===== src/rtl/mvsm_pkg.sv =====
package mvsm_pkg;

  typedef enum logic [1:0] {
    MODE_LOAD  = 2'd0,
    MODE_START = 2'd1,
    MODE_TICK  = 2'd2,
    MODE_NONE  = 2'd3
  } mode_t;

  typedef enum logic [1:0] {
    KIND_FRAME = 2'd0,
    KIND_START = 2'd1,
    KIND_FULL  = 2'd2,
    KIND_RSVD  = 2'd3
  } kind_t;

  typedef enum logic [2:0] {
    CFG_MASTER   = 3'd0,
    CFG_MUTE     = 3'd1,
    CFG_PASS     = 3'd2,
    CFG_AMBIENCE = 3'd3,
    CFG_MUSIC    = 3'd4,
    CFG_EFFECTS  = 3'd5,
    CFG_SPEECH   = 3'd6,
    CFG_UNUSED   = 3'd7
  } cfg_idx_t;

  typedef enum logic [3:0] {
    ST_IDLE,
    ST_FIND,
    ST_VREAD,
    ST_VWAIT,
    ST_GAIN1,
    ST_GAIN2,
    ST_SREAD,
    ST_SWAIT,
    ST_ACC,
    ST_OUT
  } state_t;

  localparam int unsigned UNITY_GAIN   = 32768;
  localparam int unsigned FRAC_SHIFT   = 45;
  localparam int unsigned SAMPLE_WORDS = 65536;

  // voice table entry
  typedef struct packed {
    logic [15:0] base;
    logic [15:0] length;
    logic [15:0] position;
    logic        stereo;
    logic [2:0]  category;
    logic [15:0] gain;
  } voice_t;

  function automatic logic signed [15:0] sat16(input logic signed [37:0] v);
    if (v > 38'sd32767) begin
      return 16'sh7fff;
    end else if (v < -38'sd32768) begin
      return 16'sh8000;
    end
    return v[15:0];
  endfunction

endpackage


===== src/rtl/mvsm_voice_ram.sv =====
module mvsm_voice_ram
  import mvsm_pkg::*;
#(
  parameter int VW = 4
) (
  input  logic          clk,
  input  logic          we,
  input  logic [VW-1:0] waddr,
  input  voice_t        wdata,
  input  logic [VW-1:0] raddr,
  output voice_t        rdata
);

  voice_t mem [2**VW];

  always_ff @(posedge clk) begin
    if (we) begin
      mem[waddr] <= wdata;
    end
    rdata <= mem[raddr];
  end

endmodule


===== config.mk =====
export PLATFORM = sky130hd
export DESIGN_NAME = mvsm_voice_ram
export DESIGN_NICKNAME = d
export VERILOG_FILES = /design/src/rtl/mvsm_pkg.sv /design/src/rtl/mvsm_voice_ram.sv
export SDC_FILE = /design/constraint.sdc
export NUM_CORES = 1
export LEC_CHECK = 0
export BUFFER_PORTS_ARGS = -buffer_cell sky130_fd_sc_hd__buf_4
export CORE_ASPECT_RATIO = 0.75
export CORE_UTILIZATION = 55
export DETAILED_ROUTE_END_ITERATION = 10
export GPL_ROUTABILITY_DRIVEN = 0
export PLACE_DENSITY = 0.75
export RECOVER_POWER = 50
export SETUP_SLACK_MARGIN = 0.1
export SKIP_LAST_GASP = 1
export SLEW_MARGIN = 20
export SYNTH_ARGS = -nofsm -noshare
export SYNTH_HDL_FRONTEND = slang
export SYNTH_SLANG_ARGS = --single-unit

===== constraint.sdc =====
create_clock -name clk -period 7.6 [get_ports clk]
set_clock_uncertainty 0.2 [all_clocks]
set_input_delay 1.52 -clock clk [delete_from_list [all_inputs] [get_ports clk]]
set_output_delay 1.52 -clock clk [all_outputs]
set_load 0.05 [all_outputs]

======== Word level (Yosys, flattened, before mapping) ========
Memory sizes are Yosys's and may differ from the RTL's. A register that Yosys moved wholly into a read port is not among the register bits.
Cells that the tools add are included.
word-level totals
  bits in registers ....................... 0
  memory bits (writable) .................. 1088
  output and inout bits ................... 68
  logic and storage cells ................. 3
  memories kept ........................... 1
memories
  name  depth  bits a word  rd ports  clocked after memory_dff  write ports  RTL line              source
  mem   16     68           1         1                         1            mvsm_voice_ram.sv:14  voice_t mem [2**VW];
operators by class
  multiplexer cells ....................... 2
operator list
  operator           count
  two-way mux 1 bit  2

======== Logic depth before layout (Yosys ltp) ========
  depth after elaboration ................. 2
  mapped depth ............................ 6
  gate-level depth less buffers ........... 3

======== Least setup slack after synthesis ========
OpenSTA, ideal clock, no wires.
  path kind ............................... in2reg
  start point ............................. in waddr[2]
  end point ............................... mem mem[0][0] in the netlist's numbering (enable)
  arrival time ............................ 6.651 ns
  required time ........................... 6.822 ns
  path slack .............................. 0.170 ns
  stages .................................. 2
  path buffers ............................ 0
  cell sequence ........................... or3b_2 -> nor3_1
RTL lines
  item                RTL line              source
  start: declaration  mvsm_voice_ram.sv:8   input logic [VW-1:0] waddr,
  end: declaration    mvsm_voice_ram.sv:14
Straight into the memory's write port.

======== Final worst setup path ========
  start point ............................. in we
  end point ............................... mem mem[15][12] in the netlist's numbering (enable)
on the way
  longest elaborated chain between the ends .. 2
ends and longest elaborated chain
  item                                     RTL line              source
  start: declaration                       mvsm_voice_ram.sv:7   input logic we,
  two-way mux 1 bit                        mvsm_voice_ram.sv:17  if (we) begin
  two-way mux 1 bit (not written as such)  mvsm_voice_ram.sv:18  mem[waddr] <= wdata;
Every way passes these cells.

==> impl.org <==
** Timing
- Setup tns final :: 0 ns
- The smallest clock period supported by the final layout is computed as 4.84 ns.
- The final count of hold timing violations came to 0.
- The final number of max-transition violations came to 91.
- After layout, the worst setup slack is 2.76 ns.
- Unrepaired setup endpoints after global routing :: no
- Max frequency :: 207 MHz
- Final setup violation count :: 0
- Headroom to the max-slew limit came out at -62.6%.
- For the pin with the worst max-slew slack, the measured transition is 2.43 ns.
- Final period utilization :: 63.6%

** Floorplan
- Die Area :: 77400 um2
- The die is 241 um tall.
- Die width :: 321 um
- The floorplan step defined a core boundary enclosing 75300 um2.
- Standard-cell row count :: 87
- Effective utilization at floorplan :: 55.7%
- In this run the count of I/O pins placed on the die edge is 146.

** Pwr
- Static leakage :: 15.0 nW
- Largest vdd supply drop :: 185 uV
- Power density cells :: 276 nW/um2
- Summing internal, switching and leakage power gives 13.1 mW.

** Clocking
- Clock sink count :: 1156
- The root buffer cell chosen for the clock tree is sky130_fd_sc_hd__clkbuf_16.
- Clock Path Buffers :: 3
- Once the clock tree was built, the resizer swapped 0 gates to a different size.
- TritonCTS built the clock tree.
- The H-tree generated during clock tree synthesis spans 3 levels.
- Clock buffer count from CTS :: 104
- Clk_lat worst skew :: 0.66 ns
- Count of hold-fix buffers inserted at cts :: 0
- After clock tree synthesis, the clock-pin slew on the worst setup and hold paths is 0.06 ns.
- After clock tree synthesis, the setup repair step added 0 buffers.

** Placed design
- IO buf count :: 145
- Prior to clock tree synthesis, the placed netlist has a worst setup slack of 3.14 ns.
- Post-detail-place hpwl :: 42800 um

** Global routing
- Global routing used 23.0% of the available tracks across all layers.
- Global-route congestion overflow total :: 0
- The initial antenna violation count was 5.
- Largest net degree at the start of global routing :: 146
- Global-route wire length before repair :: 129000 um
- Number of global-route vias before repair :: 19800

** Yosys
- Synthesis inferred 1156 register bits.
- During synthesis, Yosys emitted a total of 0 warnings.
- Cell count after synthesis :: 1750
- Mean instance size in the synthesized netlist :: 24.0 um2
- In this run, distinct cell masters in the synthesized netlist total 18.
- Post-synthesis cell area :: 42000 um2
- The number of nets in the synthesized netlist is 1828.
- Summing the sequential cell areas from Yosys gives 81.1% of the chip area.

** Run
- Number of max-cap violations :: 4

** Critical path
- Data on the critical path is required at its endpoint by 7.67 ns.
- STA classifies the critical path startpoint as a primary input.
- Worst Setup Path Type :: in -> reg
- Worst EP arrival :: 4.91 ns
- Reg-to-reg slack, setup :: 5.84 ns
- Top fanout value on the critical path :: 48
- The worst setup path is captured at a flop.

** Routing
- After detailed routing, the average wire length per cell comes to 28.4 um.
- Detailed-route via count :: 19100
- Using the TritonRoute via totals, the vias-per-cell ratio works out to 6.26.
- Number of design rule violations left after detail routing :: 0
- The first TritonRoute pass finished after 7 iterations.
- In this run, the number of DRC markers left after iteration 0 of detailed routing was 2097.
- Once detail routing completed, the nets flagged for antenna violations numbered 0.
- Wirelength, routed :: 86700 um

** Cells and area
- Fill cells in the final layout number 4928.
- In the final design database the tool counted 2018 nets.
- Area Overhead vs Synth :: 12.9%
- Fraction of layout instances using a drive strength above 1 :: 26.7%

** Hold path
- Class of the tightest hold or removal check :: reg -> reg

** Outcome
- Violated checks :: capacitance limit, slew limit
- Status :: complete, but fails checks
-- metrics by stage --
step	cell area [um2]	hold WS [ns]	instances	utilization (%)
floorplan	42000	0.435	1750	-
global placement	44300	0.445	2857	58.9
detailed placement	44300	0.458	2857	58.9
CTS	47700	0.472	3052	63.3
global route	47400	0.496	3052	62.9
finish	47400	0.468	3053	62.9
-- kinds of logic (layout without fill, tap and decap cells) --
| kind of cell | after synthesis | after routing | share of synthesized area, % |
|---|---|---|---|
| flops | 1156 | 1156 | 81.1 |
| mux | 272 | 272 | 14.6 |
| compound gates | 136 | 136 | 2.43 |
| simple gates | 95 | 95 | 0.924 |
| buf+inv | 91 | 370 | 0.984 |
| other cells | 0 | 1 | 0 |
-- layer usage --
layer / vias up / routed length [um] / track usage [%]
met3: 116 / 8050 / 5.15
li1: 7870 / - / -
met1: 10300 / 36200 / 34.2
met4: 6 / 1410 / 4.94
met5: - / 40 / 0
met2: 859 / 41000 / 35.7
-- report_power, final --
part / internal (mW) / switching, mW / total (mW) / leakage, nW
sequential: 7.13 / 0.0541 / 7.18 / 10.4
clock: 2.91 / 2.24 / 5.14 / 1.64
combinational: 0.264 / 0.495 / 0.759 / 2.94
total: 10.3 / 2.79 / 13.1 / 15.0
-- registers in the layout (all words and copies together) (netlist names) --
| register | flops |
|---|---|
| mem | 1088 |
| rdata | 68 |
-- worst paths after layout --
kind	end	start	depth (start not counted)
hold reg to reg	rdata[19]	mem[15][19]	3
hold / removal	rdata[19]	mem[15][19]	3
setup reg to reg	rdata[60]	mem[3][60]	3
setup / recovery	mem[15][12]	we	4
-- worst max-delay path: stages --
cell	delay, ns
sky130_fd_sc_hd__clkbuf_1	0.14
sky130_fd_sc_hd__nand3_1	0.27
sky130_fd_sc_hd__nor2_1	1.85
sky130_fd_sc_hd__buf_4	1.00
-- cell usage in the layout, fill, tap and decap left out --
cell	instances
sky130_fd_sc_hd__inv_6	6
sky130_fd_sc_hd__nor2_1	1
sky130_fd_sc_hd__nand2_1	69
sky130_fd_sc_hd__nand3b_1	2
sky130_fd_sc_hd__nor3_1	3
sky130_fd_sc_hd__clkinv_2	18
sky130_fd_sc_hd__clkinv_4	2
sky130_fd_sc_hd__edfxtp_1	1088
sky130_fd_sc_hd__buf_4	94
sky130_fd_sc_hd__buf_6	1
sky130_fd_sc_hd__mux4_2	272
sky130_fd_sc_hd__bufinv_16	8
sky130_fd_sc_hd__nand2b_1	2
sky130_fd_sc_hd__dfxtp_1	68
sky130_fd_sc_hd__clkinvlp_4	4
sky130_fd_sc_hd__clkbuf_1	107
sky130_fd_sc_hd__buf_12	3
sky130_fd_sc_hd__nor2b_4	2
sky130_fd_sc_hd__nor2_4	12
sky130_fd_sc_hd__clkinv_1	11
sky130_fd_sc_hd__and2_4	1
sky130_fd_sc_hd__clkbuf_8	7
sky130_fd_sc_hd__inv_16	2
sky130_fd_sc_hd__diode_2	1
sky130_fd_sc_hd__a22oi_1	136
sky130_fd_sc_hd__buf_8	2
sky130_fd_sc_hd__nor3_2	1
sky130_fd_sc_hd__clkbuf_16	105
sky130_fd_sc_hd__nand3_1	1
sky130_fd_sc_hd__or3b_2	1
-- synthesized netlist by cell type (all sizes together) --
library cell	count	area, um2
nand3	1	5.00
clkbuf	50	188
nand3b	2	15.0
nor2	13	48.8
mux4	272	6130
or3b	1	8.76
nor3	4	20.0
nor2b	2	12.5
a22oi	136	1020
edfxtp	1088	32700
dfxtp	68	1360
and2	1	6.26
buf	41	225
nand2	69	259
nand2b	2	12.5
-- cell type report --
class                   count  area [um2]  area share (%)
flip-flops and latches   1156       34000            71.8
clock buffers             144        2840            6.00
repair buffers            175        1090            2.30
multi-input cells         503        7650            16.1
clock inverters            51         512            1.08
diodes                      1        2.50         0.00528
well taps                1023        1280            2.70
Note: power is estimated with default switching activity, not from simulation.
